[src/rtl/fds_pkg.sv]
// Package for the frame delta smoother: payload structs, sizes, register
// indexes and the command/status structs between controller and datapath.
// No dependencies.
`default_nettype none

package fds_pkg;

  // Field widths
  localparam int DELTA_W = 7;
  localparam int RATIO_W = 15;
  localparam int TIME_W  = 32;
  localparam int FPS_W   = 16;

  // History sizing
  localparam int HIST_DEPTH = 8;
  localparam int HIST_AW    = (HIST_DEPTH > 1) ? $clog2(HIST_DEPTH) : 1;
  localparam int FILL_W     = $clog2(HIST_DEPTH + 1);
  localparam int SUM_W      = DELTA_W + HIST_AW;

  // Mean divider: two quotient bits per step
  localparam int DIV_STEPS = (SUM_W + 1) / 2;
  localparam int DIVD_W    = 2 * DIV_STEPS;
  localparam int DCNT_W    = $clog2(DIV_STEPS + 1);

  // Ratio: floor(d * 1024 / 5) == (d * 52429) >> 8 for every 7-bit d
  localparam int RECIP_W     = 16;
  localparam int RECIP_FIFTH = 52429;
  localparam int RATIO_SHIFT = 8;
  localparam int PROD_W      = DELTA_W + RECIP_W;
  localparam int RATIO_RESET = 4096;
  localparam int RATIO_MAX   = 26214;

  // Pull-back of last timestamp applies for an excess below this
  localparam int PULL_LIMIT = 5;

  // Configuration port
  localparam int CFG_IDX_W  = 2;
  localparam int CFG_DATA_W = 16;
  localparam logic [CFG_IDX_W-1:0] CFG_MAX_DELTA  = 2'd0;
  localparam logic [CFG_IDX_W-1:0] CFG_GAME_PAUSE = 2'd1;
  localparam logic [CFG_IDX_W-1:0] CFG_FPS_WINDOW = 2'd2;

  localparam logic [DELTA_W-1:0] MAX_DELTA_RESET  = 7'd100;
  localparam logic [FPS_W-1:0]   FPS_WINDOW_RESET = 16'd1000;

  localparam logic OP_UPDATE = 1'b0;
  localparam logic OP_RESET  = 1'b1;

  typedef struct packed {
    logic              op;
    logic [TIME_W-1:0] timestamp_ms;
  } fds_in_t;

  typedef struct packed {
    logic [DELTA_W-1:0] delta_ms;
    logic [RATIO_W-1:0] delta_ratio;
    logic [TIME_W-1:0]  game_time_ms;
    logic [FPS_W-1:0]   frames_per_second;
  } fds_out_t;

  typedef struct packed {
    logic load;      // capture the request payload
    logic calc;      // clamp delta, update history, start divider
    logic div_step;  // two divider iterations
    logic fin;       // apply mean to timing state
    logic rst_item;  // timing reset request
    logic emit;      // move result into output register
  } fds_cmd_t;

  typedef struct packed {
    logic div_last;
  } fds_status_t;

endpackage

`default_nettype wire

[src/rtl/frame_delta_smoother_fps_counter.sv]
// Top level of the frame delta smoother with frame-rate counter.
// Depends on fds_pkg, fds_ctrl and fds_datapath.
//
//   channel  signals                          direction
//   -------  -------------------------------  ---------
//   in       in_valid, in_stall, in_data      request in (op, timestamp_ms)
//   out      out_valid, out_stall, out_data   result out, one per request
//   cfg      cfg_we, cfg_index, cfg_data      register write, no read-back
//
// A frame update goes from acceptance to the result register in these steps:
// capture, clamp and history update, the mean divider (two quotient bits per
// cycle over the 10-bit history sum), apply the mean, load the output. A
// timing reset request captures, applies the timing reset and loads the output.
// Reset (rst, synchronous) clears the timing state except the delta ratio;
// the history contents are not cleared and are tracked by the fill count.
// A stalled result holds in the output register; the next request may be
// accepted and worked on meanwhile, and waits to load until the result leaves.
`default_nettype none

module frame_delta_smoother_fps_counter (
  input  wire                           clk,
  input  wire                           rst,
  input  wire                           in_valid,
  output logic                          in_stall,
  input  fds_pkg::fds_in_t              in_data,
  output logic                          out_valid,
  input  wire                           out_stall,
  output fds_pkg::fds_out_t             out_data,
  input  wire                           cfg_we,
  input  wire [fds_pkg::CFG_IDX_W-1:0]  cfg_index,
  input  wire [fds_pkg::CFG_DATA_W-1:0] cfg_data
);
  import fds_pkg::*;

  fds_cmd_t    cmd;
  fds_status_t status;
  fds_out_t    result;
  logic        out_free;

  // Output register is free when empty or when its result leaves this cycle
  assign out_free = !out_valid || !out_stall;

  fds_ctrl u_ctrl (
    .clk      (clk),
    .rst      (rst),
    .in_valid (in_valid),
    .item_op  (in_data.op),
    .out_free (out_free),
    .status   (status),
    .in_stall (in_stall),
    .cmd      (cmd)
  );

  fds_datapath u_datapath (
    .clk       (clk),
    .rst       (rst),
    .cmd       (cmd),
    .in_data   (in_data),
    .cfg_we    (cfg_we),
    .cfg_index (cfg_index),
    .cfg_data  (cfg_data),
    .status    (status),
    .result    (result)
  );

  // Output register: load on emit, drop valid once taken
  always_ff @(posedge clk) begin
    if (rst) begin
      out_valid <= 1'b0;
    end else if (cmd.emit) begin
      out_valid <= 1'b1;
    end else if (!out_stall) begin
      out_valid <= 1'b0;
    end
  end

  always_ff @(posedge clk) begin
    if (cmd.emit) begin
      out_data <= result;
    end
  end

endmodule

`default_nettype wire

[src/rtl/fds_ctrl.sv]
// Controller for the frame delta smoother: sequences one request at a time.
// Depends on fds_pkg.
`default_nettype none

module fds_ctrl (
  input  wire                  clk,
  input  wire                  rst,
  input  wire                  in_valid,
  input  wire                  item_op,
  input  wire                  out_free,
  input  fds_pkg::fds_status_t status,
  output logic                 in_stall,
  output fds_pkg::fds_cmd_t    cmd
);
  import fds_pkg::*;

  typedef enum logic [2:0] {
    S_IDLE,
    S_CALC,
    S_DIV,
    S_FIN,
    S_RST,
    S_OUT
  } state_t;

  state_t state;

  always_ff @(posedge clk) begin
    if (rst) begin
      state <= S_IDLE;
    end else begin
      unique case (state)
        S_IDLE: begin
          if (in_valid) begin
            state <= (item_op == OP_RESET) ? S_RST : S_CALC;
          end
        end
        S_CALC: state <= S_DIV;
        S_DIV: begin
          if (status.div_last) begin
            state <= S_FIN;
          end
        end
        S_FIN:  state <= S_OUT;
        S_RST:  state <= S_OUT;
        S_OUT: begin
          if (out_free) begin
            state <= S_IDLE;
          end
        end
        default: state <= S_IDLE;
      endcase
    end
  end

  assign in_stall = (state != S_IDLE);

  always_comb begin
    cmd          = '0;
    cmd.load     = (state == S_IDLE) && in_valid;
    cmd.calc     = (state == S_CALC);
    cmd.div_step = (state == S_DIV);
    cmd.fin      = (state == S_FIN);
    cmd.rst_item = (state == S_RST);
    cmd.emit     = (state == S_OUT) && out_free;
  end

endmodule

`default_nettype wire

[src/rtl/fds_datapath.sv]
// Datapath for the frame delta smoother: registers, delta history, mean
// divider, timing and frame-rate state. Depends on fds_pkg.
`default_nettype none

module fds_datapath (
  input  wire                        clk,
  input  wire                        rst,
  input  fds_pkg::fds_cmd_t          cmd,
  input  fds_pkg::fds_in_t           in_data,
  input  wire                        cfg_we,
  input  wire [fds_pkg::CFG_IDX_W-1:0]  cfg_index,
  input  wire [fds_pkg::CFG_DATA_W-1:0] cfg_data,
  output fds_pkg::fds_status_t       status,
  output fds_pkg::fds_out_t          result
);
  import fds_pkg::*;

  // Configuration
  logic [DELTA_W-1:0] max_delta;
  logic               paused;
  logic [FPS_W-1:0]   fps_window;

  // Timing state
  logic [DELTA_W-1:0] hist [HIST_DEPTH];
  logic [FILL_W-1:0]  fill;
  logic [SUM_W-1:0]   sum;
  logic [HIST_AW-1:0] head;
  logic [TIME_W-1:0]  last_time;
  logic [DELTA_W-1:0] smoothed;
  logic [TIME_W-1:0]  game_time;
  logic [TIME_W-1:0]  deadline;
  logic [FPS_W-1:0]   frame_count;
  logic [FPS_W-1:0]   frame_rate;
  logic [RATIO_W-1:0] ratio;

  // Per-request working registers
  logic [TIME_W-1:0]  ts;
  logic [DELTA_W-1:0] raw;
  logic [DIVD_W-1:0]  dividend;
  logic [DIVD_W-1:0]  quo;
  logic [FILL_W-1:0]  rem;
  logic [DCNT_W-1:0]  div_cnt;

  // History update
  logic [TIME_W-1:0]  delta_full;
  logic [DELTA_W-1:0] raw_next;
  logic               hist_full;
  logic [SUM_W-1:0]   sum_next;
  logic [FILL_W-1:0]  fill_next;
  logic [HIST_AW-1:0] head_next;

  always_comb begin
    delta_full = ts - last_time;
    raw_next   = (delta_full > TIME_W'(max_delta)) ? max_delta : delta_full[DELTA_W-1:0];
    hist_full  = (fill == FILL_W'(HIST_DEPTH));
    sum_next   = sum - (hist_full ? SUM_W'(hist[head]) : '0) + SUM_W'(raw_next);
    fill_next  = hist_full ? fill : fill + 1'b1;
    head_next  = (head == HIST_AW'(HIST_DEPTH - 1)) ? '0 : head + 1'b1;
  end

  // Divider step: two restoring iterations against the fill count
  logic [FILL_W-1:0] rem_next;
  logic [1:0]        qbits;

  always_comb begin
    logic [FILL_W:0]   trial;
    logic [FILL_W-1:0] r;
    r     = rem;
    qbits = '0;
    trial = '0;
    for (int i = 0; i < 2; i++) begin
      trial = {r, dividend[DIVD_W-1-i]};
      if (trial >= {1'b0, fill}) begin
        trial     = trial - {1'b0, fill};
        qbits[1-i] = 1'b1;
      end
      r = trial[FILL_W-1:0];
    end
    rem_next = r;
  end

  assign status.div_last = (div_cnt == DCNT_W'(1));

  // Finish: mean, ratio, pull-back of last timestamp, windowing
  logic [DELTA_W-1:0] mean;
  logic [DELTA_W:0]   gap;
  logic               pull;
  logic [PROD_W-1:0]  prod;
  logic               roll;

  always_comb begin
    mean = quo[DELTA_W-1:0];
    gap  = {1'b0, raw} - {1'b0, mean};
    pull = (raw > mean) && (gap < (DELTA_W+1)'(PULL_LIMIT));
    prod = PROD_W'(mean) * PROD_W'(RECIP_FIFTH);
    roll = (deadline < ts);
  end

  always_ff @(posedge clk) begin
    if (rst) begin
      max_delta   <= MAX_DELTA_RESET;
      paused      <= 1'b0;
      fps_window  <= FPS_WINDOW_RESET;
      fill        <= '0;
      sum         <= '0;
      head        <= '0;
      last_time   <= '0;
      smoothed    <= '0;
      game_time   <= '0;
      deadline    <= '0;
      frame_count <= '0;
      frame_rate  <= '0;
      div_cnt     <= '0;
    end else begin
      if (cfg_we) begin
        unique case (cfg_index)
          CFG_MAX_DELTA:  max_delta  <= cfg_data[DELTA_W-1:0];
          CFG_GAME_PAUSE: paused     <= cfg_data[0];
          CFG_FPS_WINDOW: fps_window <= cfg_data[FPS_W-1:0];
          default: ;
        endcase
      end
      if (cmd.calc) begin
        sum     <= sum_next;
        fill    <= fill_next;
        head    <= head_next;
        div_cnt <= DCNT_W'(DIV_STEPS);
      end
      if (cmd.div_step) begin
        div_cnt <= div_cnt - 1'b1;
      end
      if (cmd.fin) begin
        smoothed  <= mean;
        last_time <= pull ? ts - TIME_W'(gap) : ts;
        if (!paused) begin
          game_time <= game_time + TIME_W'(mean);
        end
        if (roll) begin
          deadline    <= ts + TIME_W'(fps_window);
          frame_rate  <= frame_count;
          frame_count <= FPS_W'(1);
        end else if (frame_count != '1) begin
          frame_count <= frame_count + 1'b1;
        end
      end
      if (cmd.rst_item) begin
        last_time   <= ts;
        frame_count <= '0;
        frame_rate  <= '0;
        deadline    <= '0;
        paused      <= 1'b0;
      end
    end
  end

  // Payload registers
  always_ff @(posedge clk) begin
    if (cmd.load) begin
      ts <= in_data.timestamp_ms;
    end
    if (cmd.calc) begin
      hist[head] <= raw_next;
      raw        <= raw_next;
      dividend   <= DIVD_W'(sum_next);
      quo        <= '0;
      rem        <= '0;
    end
    if (cmd.div_step) begin
      dividend <= dividend << 2;
      quo      <= {quo[DIVD_W-3:0], qbits};
      rem      <= rem_next;
    end
    if (cmd.fin) begin
      ratio <= prod[RATIO_SHIFT +: RATIO_W];
    end
    if (cmd.rst_item) begin
      ratio <= RATIO_W'(RATIO_RESET);
    end
  end

  always_comb begin
    result.delta_ms          = smoothed;
    result.delta_ratio       = ratio;
    result.game_time_ms      = game_time;
    result.frames_per_second = frame_rate;
  end

`ifndef ASSERT_OFF
  a_fill_bound: assert property (@(posedge clk) disable iff (rst)
    fill <= FILL_W'(HIST_DEPTH))
    else $error("history fill exceeds depth");

  a_div_done: assert property (@(posedge clk) disable iff (rst)
    cmd.fin |-> (div_cnt == '0))
    else $error("mean used before divider finished");

  a_calc_fill: assert property (@(posedge clk) disable iff (rst)
    cmd.calc |=> (fill != '0))
    else $error("divider started with zero fill");

  a_ratio_range: assert property (@(posedge clk) disable iff (rst)
    cmd.emit |-> (result.delta_ratio <= RATIO_W'(RATIO_MAX)))
    else $error("delta ratio out of range");
`endif

endmodule

`default_nettype wire
[config.mk]
export PLATFORM = sky130hd
export DESIGN_NAME = frame_delta_smoother_fps_counter
export DESIGN_NICKNAME = d
export VERILOG_FILES = /design/src/rtl/fds_pkg.sv /design/src/rtl/frame_delta_smoother_fps_counter.sv /design/src/rtl/fds_ctrl.sv /design/src/rtl/fds_datapath.sv
export SDC_FILE = /design/constraint.sdc
export NUM_CORES = 1
export LEC_CHECK = 0
export BUFFER_PORTS_ARGS = -buffer_cell sky130_fd_sc_hd__buf_2
export CAP_MARGIN = 20
export CORE_UTILIZATION = 65
export CTS_CLUSTER_SIZE = 28
export DETAILED_ROUTE_END_ITERATION = 12
export GPL_ROUTABILITY_DRIVEN = 0
export PLACE_DENSITY = 0.84
export SLEW_MARGIN = 20
export SYNTH_ARGS = -nofsm -noshare
export SYNTH_HDL_FRONTEND = slang
export SYNTH_HIERARCHICAL = 1
export SYNTH_SLANG_ARGS = --single-unit
[constraint.sdc]
create_clock -name clk -period 10.8 [get_ports clk]
set_clock_uncertainty 0.1 [all_clocks]
set_input_delay 0.54 -clock clk [delete_from_list [all_inputs] [get_ports clk]]
set_output_delay 0.54 -clock clk [all_outputs]
set_load 0.02 [all_outputs]
==> results.toml, run 1 <==
[cts]
postCtsResizedCells = 0
cts.hold.buffers_added = 0
clk-insertion-delay-late_ps = 540
cts.sinks = 387
clk_path_buf_depth = 3
cts_buffers = 40
ctsHtreeMaxLevel = 2
clk_pin_slew_ps = 60
clk_root_buffer_cell = "clkbuf_16"
post_cts.repair.setup_buffers = 0
cts_tree = "built"

[setup_path]
critPathLaunch = "u_datapath/ts[1]"
path_delay_family = "compound AO/OA/AOI/OAI gates"
crit_path_largest_cell_delay_ps = 760
timing.critical_path.arrival_ps = 7970
worstSetupEndpointType = "flip-flop"
cp_common_cell = "a21oi_1"
setup.worst_path.class = "reg -> reg"
reg2reg_from = "u_datapath/ts[1]"
timing.critical_path.required_ps = 10970
critical_path.max_fanout = 12
regToRegEndpoint = "u_datapath/dividend[9]"
critical_path_cell_count = 29
critical_path.n_buffers_inverters = 0
r2r_slack_ps = 3010
slowest_stage = "nor4_4"
reg2reg_depth = 29
crit_end = "u_datapath/dividend[9]"
startpoint_type = "flip-flop"

[route]
drt-vias-per-instance = 5.99
route.vias.total = 16066
routed_wire_length_per_instance_microns = 17.9
detail_route.drc_violations = 0
detail_route.wirelength_microns = 48100
met3_wirelength_microns = 3340
route.antenna.remaining_nets = 0
route.top_layer_used = "met5"
met1Wirelength_microns = 20100
routed-wl-met2_microns = 22600
dr.pass1.iters = 6
drtIter0Drc = 1134

[timing]
timing.setup.tns_ps = 0
post-route-period-util_pct = 72.2
number_of_failing_hold_endpoints_at_the_final_stage = 0
min_period_ps = 7790
tightestPinTransition_ps = 1090
finalHoldWorstSlack_ps = 85.3
slew_viols_final = 0
upper_clock_frequency_limit_mhz = 128
grt_setup_unrepaired = "false"
setup_violations = 0
timing.slew.headroom_pct = 26.9

[yosys]
avgSynthCellArea_sq_um = 10.1
synth_seq_area_share_pct = 45.0
synth.top_cells.by_area = "edfxtp_1, dfxtp_1, ha_1"
synth_unique_cells = 80
synth.ff_latch_count = 387
synth_top_area_share_pct = 25.9
yosysTopAreaCell = "edfxtp_1"
synth_edf_count = 184
synth_top_flop_cell = "dfxtp_1"
async_reset_ff_share_pct = 0
syn_inst = 2113
ys.warnings.count = 6
netlist_area_sq_um = 21300
synthesized_nets = 2369

[power_and_ir_drop]
p_leak_nw = 9.32
power.net_switching_w = 0.00211
pwr-share-comb_pct = 41.5
power-per-cell-area_nw_per_um2 = 240
power.ir.vdd_worst_mv = 0.166
power_frac_clock_pct = 26.0
power_frac_seq_pct = 32.4
switching_share_pct = 36.9
p_int_w = 0.00360

[run]
number_of_violations_of_the_max_capacitance_limit = 0

[global_routing]
grtUsageTotal_pct = 28.9
grt-ovfl-total = 0
global_route_wire_length_before_repair_microns = 77600
grt_antenna_before_repair = 3
first_global_vias = 15801
grt_start_max_net_pins = 81

[cells_and_area]
fillers = 2232
nNetsFinal = 2472
area.growth.synth_to_final_pct = 11.4
layout-drive-gt1-share_pct = 11.7
multiInputGateArea_sq_um = 10800
final_cell_area_sq_um = 23700
sequential_cell_area_sq_um = 9590

[placement]
port-buffer-count = 127
hpwlAfterDp_microns = 34800
placement.cell_area_sq_um = 22300

[floorplanning]
placement_rows = 65
ios = 128
initial_core_util_pct = 66.8
die_area_sq_um = 33500
core_region_area_sq_um = 31900
die-height_microns = 183
chipWidth_microns = 183

[worst_hold_path]
timing.hold.worst_path_depth = 1
timing.hold.worst.class = "in -> reg"

[outcome]
outcome = "completed"
## layout make-up
type / instances / area share, %
multi-input cells: 1483 / 45.5
flip-flops and latches: 387 / 40.4
clock buffers: 47 / 4.68
repair buffers: 141 / 3.13
inverters: 163 / 2.58
well taps: 435 / 2.29
clock inverters: 26 / 1.41
diodes: 2 / 0.0211
## Yosys cell counts (all sizes together) (9+ instances only)
| cell | instances |
|---|---|
| nor2 | 237 |
| dfxtp | 203 |
| edfxtp | 184 |
| ha | 176 |
| inv | 162 |
| nand2 | 144 |
| a21oi | 140 |
| xnor2 | 95 |
| o21ai | 76 |
| mux2i | 69 |
| clkbuf | 61 |
| a211oi | 51 |
| nand3 | 41 |
| xor2 | 41 |
| a21o | 35 |
| nor3 | 33 |
| nand4 | 32 |
| nor2b | 26 |
| nand2b | 25 |
| fa | 24 |
| buf | 19 |
| o21a | 18 |
| and3 | 16 |
| nand3b | 15 |
| and2 | 14 |
| mux4 | 14 |
| nor4 | 14 |
| mux2 | 13 |
| a211o | 12 |
| or2 | 9 |
| or3 | 9 |
## placed cells by master (no fill, tap or decap), types with 8 or more instances in the layout
| master | Yosys | layout |
|---|---|---|
| nor2_1 | 237 | 236 |
| o31ai_1 | 8 | 8 |
| a211o_1 | 12 | 12 |
| mux2i_1 | 69 | 69 |
| nand2_1 | 144 | 144 |
| or3_1 | 9 | 9 |
| nand4_1 | 32 | 32 |
| nor3_1 | 33 | 32 |
| nor2b_1 | 26 | 26 |
| clkinv_2 | 0 | 8 |
| clkbuf_16 | 0 | 43 |
| ha_1 | 176 | 176 |
| fa_1 | 24 | 24 |
| and2_1 | 14 | 14 |
| a211oi_1 | 51 | 50 |
| xnor2_1 | 95 | 95 |
| inv_1 | 161 | 161 |
| dfxtp_1 | 203 | 203 |
| nand3_1 | 41 | 41 |
| mux4_2 | 14 | 14 |
| o21a_1 | 18 | 18 |
| buf_4 | 1 | 15 |
| nand2b_1 | 25 | 25 |
| a21o_1 | 35 | 35 |
| nand3b_1 | 15 | 15 |
| nor4_1 | 13 | 13 |
| buf_2 | 7 | 126 |
| and3_1 | 16 | 16 |
| edfxtp_1 | 184 | 184 |
| xor2_1 | 41 | 41 |
| o21ai_0 | 72 | 72 |
| a21oi_1 | 138 | 138 |
## power by group through the flow
stage	sequential [W]	combinational (W)	clock (W)
after floorplan	0.00184	0.00182	0
final	0.00185	0.00237	0.00149
after global placement	0.00187	0.00219	0
after detailed placement	0.00188	0.00230	0
after global routing	0.00187	0.00262	0.00157
after CTS	0.00185	0.00233	0.00151
## cell families after synthesis
kind of cell / synth area share [%]
XOR/XNOR: 5.59
flip-flops: 45.0
buffers and inverters: 4.44
AND/OR/NAND/NOR: 14.5
AO/OA/AOI/OAI: 12.4
multiplexers: 5.50
adder cells (fa/ha/maj): 12.6
## state kept, by name (all words and copies together), names as in the netlist, 4 cells and up, named ones only
| name | flops |
|---|---|
| u_datapath/deadline | 32 |
| u_datapath/last_time | 32 |
| u_datapath/frame_rate | 16 |
| u_datapath/smoothed | 7 |
| u_datapath/quo | 7 |
| out_data | 70 |
| u_datapath/rem | 4 |
| u_datapath/frame_count | 16 |
| u_datapath/hist | 56 |
| u_datapath/raw | 7 |
| u_datapath/ts | 32 |
| u_datapath/dividend | 10 |
| u_datapath/max_delta | 7 |
| u_datapath/fps_window | 16 |
| u_datapath/ratio | 15 |
| u_datapath/game_time | 32 |
| u_datapath/fill | 4 |
| u_datapath/sum | 10 |
## metal layers
metal	vias to the layer above	track usage, %
met5	-	0.889
met4	2	13.0
met3	146	4.96
met2	621	48.3
met1	7577	36.5
li1	7720	-
## metrics by stage
stage	worst slack [ps]	cells	util, %	total power, W
2_1_floorplan	4290	2113	-	0.00365
3_3_place_gp	3340	2609	69.9	0.00406
3_5_place_dp	3150	2609	69.9	0.00418
4_1_cts	3130	2682	74.4	0.00569
5_1_grt	2500	2684	74.5	0.00606
6_report	3010	2684	74.5	0.00571
## worst min path at each step
stage / start / to / slack (ps)
5_1_grt: in_data[16] / u_datapath/ts[16] / 80
3_3_place_gp: u_datapath/ratio[8] / out_data[56] / 310
3_5_place_dp: u_datapath/ratio[9] / out_data[57] / 310
2_1_floorplan: u_datapath/ratio[8] / out_data[56] / 300
4_1_cts: in_data[16] / u_datapath/ts[16] / 70
6_report: in_data[16] / u_datapath/ts[16] / 90
(Power assumes the default switching activity.)
==> run 2: changes to the inputs <==
Settings changed: CORE_UTILIZATION 65 to 62, PLACE_DENSITY 0.84 to 0.81.
Clock period 10.8 ns to 7.18 ns, I/O delays scaled along.
==> run 2 against run 1 <==
Compared with the run above:
- sequential share of layout area decreased by 0.91 points
- critical endpoint is now u_datapath/dividend[8]
- critical path type unchanged
- core utilization decreased by 2.4 points
- first-iteration DRC count decreased by 0.97%
==> results.toml, run 2 (synthesis gave the netlist of run 1 again) <==
[outcome]
outcome = "completed"

[setup_path]
cp_common_cell = "a21oi_1"
slowest_stage = "fa_1"
timing.critical_path.required_ps = 7470
timing.critical_path.arrival_ps = 7320
setup.worst_path.class = "reg -> reg"
critical_path.max_fanout = 8
path_delay_family = "compound AO/OA/AOI/OAI gates"
critical_path.n_buffers_inverters = 4
startpoint_type = "flip-flop"
worstSetupEndpointType = "flip-flop"
crit_path_largest_cell_delay_ps = 450

[floorplanning]
die-height_microns = 187
core_region_area_sq_um = 33700
ios = 128
chipWidth_microns = 187
initial_core_util_pct = 63.2
placement_rows = 67
die_area_sq_um = 35100

[timing]
min_period_ps = 7030
finalHoldWorstSlack_ps = 48.8
setup_violations = 0
slew_viols_final = 0
upper_clock_frequency_limit_mhz = 142
number_of_failing_hold_endpoints_at_the_final_stage = 0
final_critical_path_setup_slack_ps = 153
post-route-period-util_pct = 97.9
tightestPinTransition_ps = 1070
timing.slew.headroom_pct = 28.4

[cells_and_area]
largest_reg_flops = 70
layout-drive-gt1-share_pct = 12.7
most_common_cell_after_layout_fill_and_taps_aside = "nor2_1"
final_core_util_pct = 72.1
top_register = "out_data"
mostFrequentLayoutCells = "nor2_1, dfxtp_1, edfxtp_1"
largestRegisters = "out_data x70, u_datapath/hist x56"
area.growth.synth_to_final_pct = 14.0
nNetsFinal = 2528
finalNonFillerCells = 2752

[placement]
port-buffer-count = 127
place_ws_ps = 104
hpwlAfterDp_microns = 34300
dpl.cell_count = 2623

[route]
drt-vias-per-instance = 5.88
route.antenna.remaining_nets = 0
route.vias.total = 16171
drtIter0Drc = 1123
detail_route.wirelength_microns = 48300
dr.pass1.iters = 8
routed_wire_length_per_instance_microns = 17.6
detail_route.drc_violations = 0

[cts]
cts_tree = "built"
clk-insertion-delay-late_ps = 540
ctsHtreeMaxLevel = 2
cts.sinks = 387
clk_path_buf_depth = 3
clk_root_buffer_cell = "clkbuf_16"
cts_buffers = 40
clk_pin_slew_ps = 60

[run]
number_of_violations_of_the_max_capacitance_limit = 0

[global_routing]
grt_antenna_before_repair = 2
grt_start_max_net_pins = 75
first_global_vias = 15975
grtUsageTotal_pct = 27.3
global_route_wire_length_before_repair_microns = 78400
grt-ovfl-total = 0

[power_and_ir_drop]
power.ir.vdd_worst_mv = 0.261
power-per-cell-area_nw_per_um2 = 351
p_leak_nw = 9.55

[worst_hold_path]
timing.hold.worst.class = "in -> reg"
## run 2: cell count changes in the layout (fill, tap and decap cells not counted), moves of 3 or more
cell           before  now
a21oi_2             2    6
dlygate4sd3_1       0   44
clkinv_2            8   11
clkbuf_16          43   40
buf_4              15   26
a21oi_1           138  134
o21ai_0            72   68
## run 2: through the flow
step	power [W]	cell area, sq um	TNS [ps]
CTS	0.00845	24100	0
global placement	0.00612	22300	0
global route	0.00908	24300	-520
detailed placement	0.00628	22300	0
floorplan	0.00550	21300	0
finish	0.00853	24300	0
## run 2: timing repair
item                                   CTS  global route
hold buffers                            44             0
gates resized for setup                  0            23
endpoints found under the hold margin   45             0
setup buffers                            0            11
setup endpoints to repair                0             7
## run 2: final timing paths
kind / slack, ps / endpoint / depth (start not counted) / startpoint
setup / recovery: 150 / u_datapath/dividend[8] / 32 / u_datapath/ts[0]
hold / removal: 50 / u_datapath/fps_window[0] / 3 / cfg_data[0]
setup reg to reg: 150 / u_datapath/dividend[8] / 32 / u_datapath/ts[0]
hold reg to reg: 330 / out_data[57] / 0 / u_datapath/ratio[9]
## run 2: metal layers
layer	GRT usage, %	share of wire [%]
met1	34.8	42
met2	46.0	48
met3	4.33	6.2
met4	12.1	4.1
met5	0	0.025
## run 2: area by class of cell
class,count,area (sq um)
multi-input combinational,1483,10900
sequential,387,9590
timing repair buffer,197,1280
antenna,1,2.50
fill,2419,9420
inverter,163,612
tap,448,561
clock inverter,25,278
clock buffer,48,1070
## run 2: worst min-delay path: stages
cell and delay [ps]:
buf_2 150, nand2_1 80, a21oi_1 50
## run 2: report_power, final
group | internal [W] | total (W) | switching (W)
Combinational | 0.00151 | 0.00364 | 0.00213
Sequential | 0.00258 | 0.00277 | 0.000195
Clock | 0.00125 | 0.00212 | 0.000871
Total | 0.00534 | 0.00853 | 0.00319
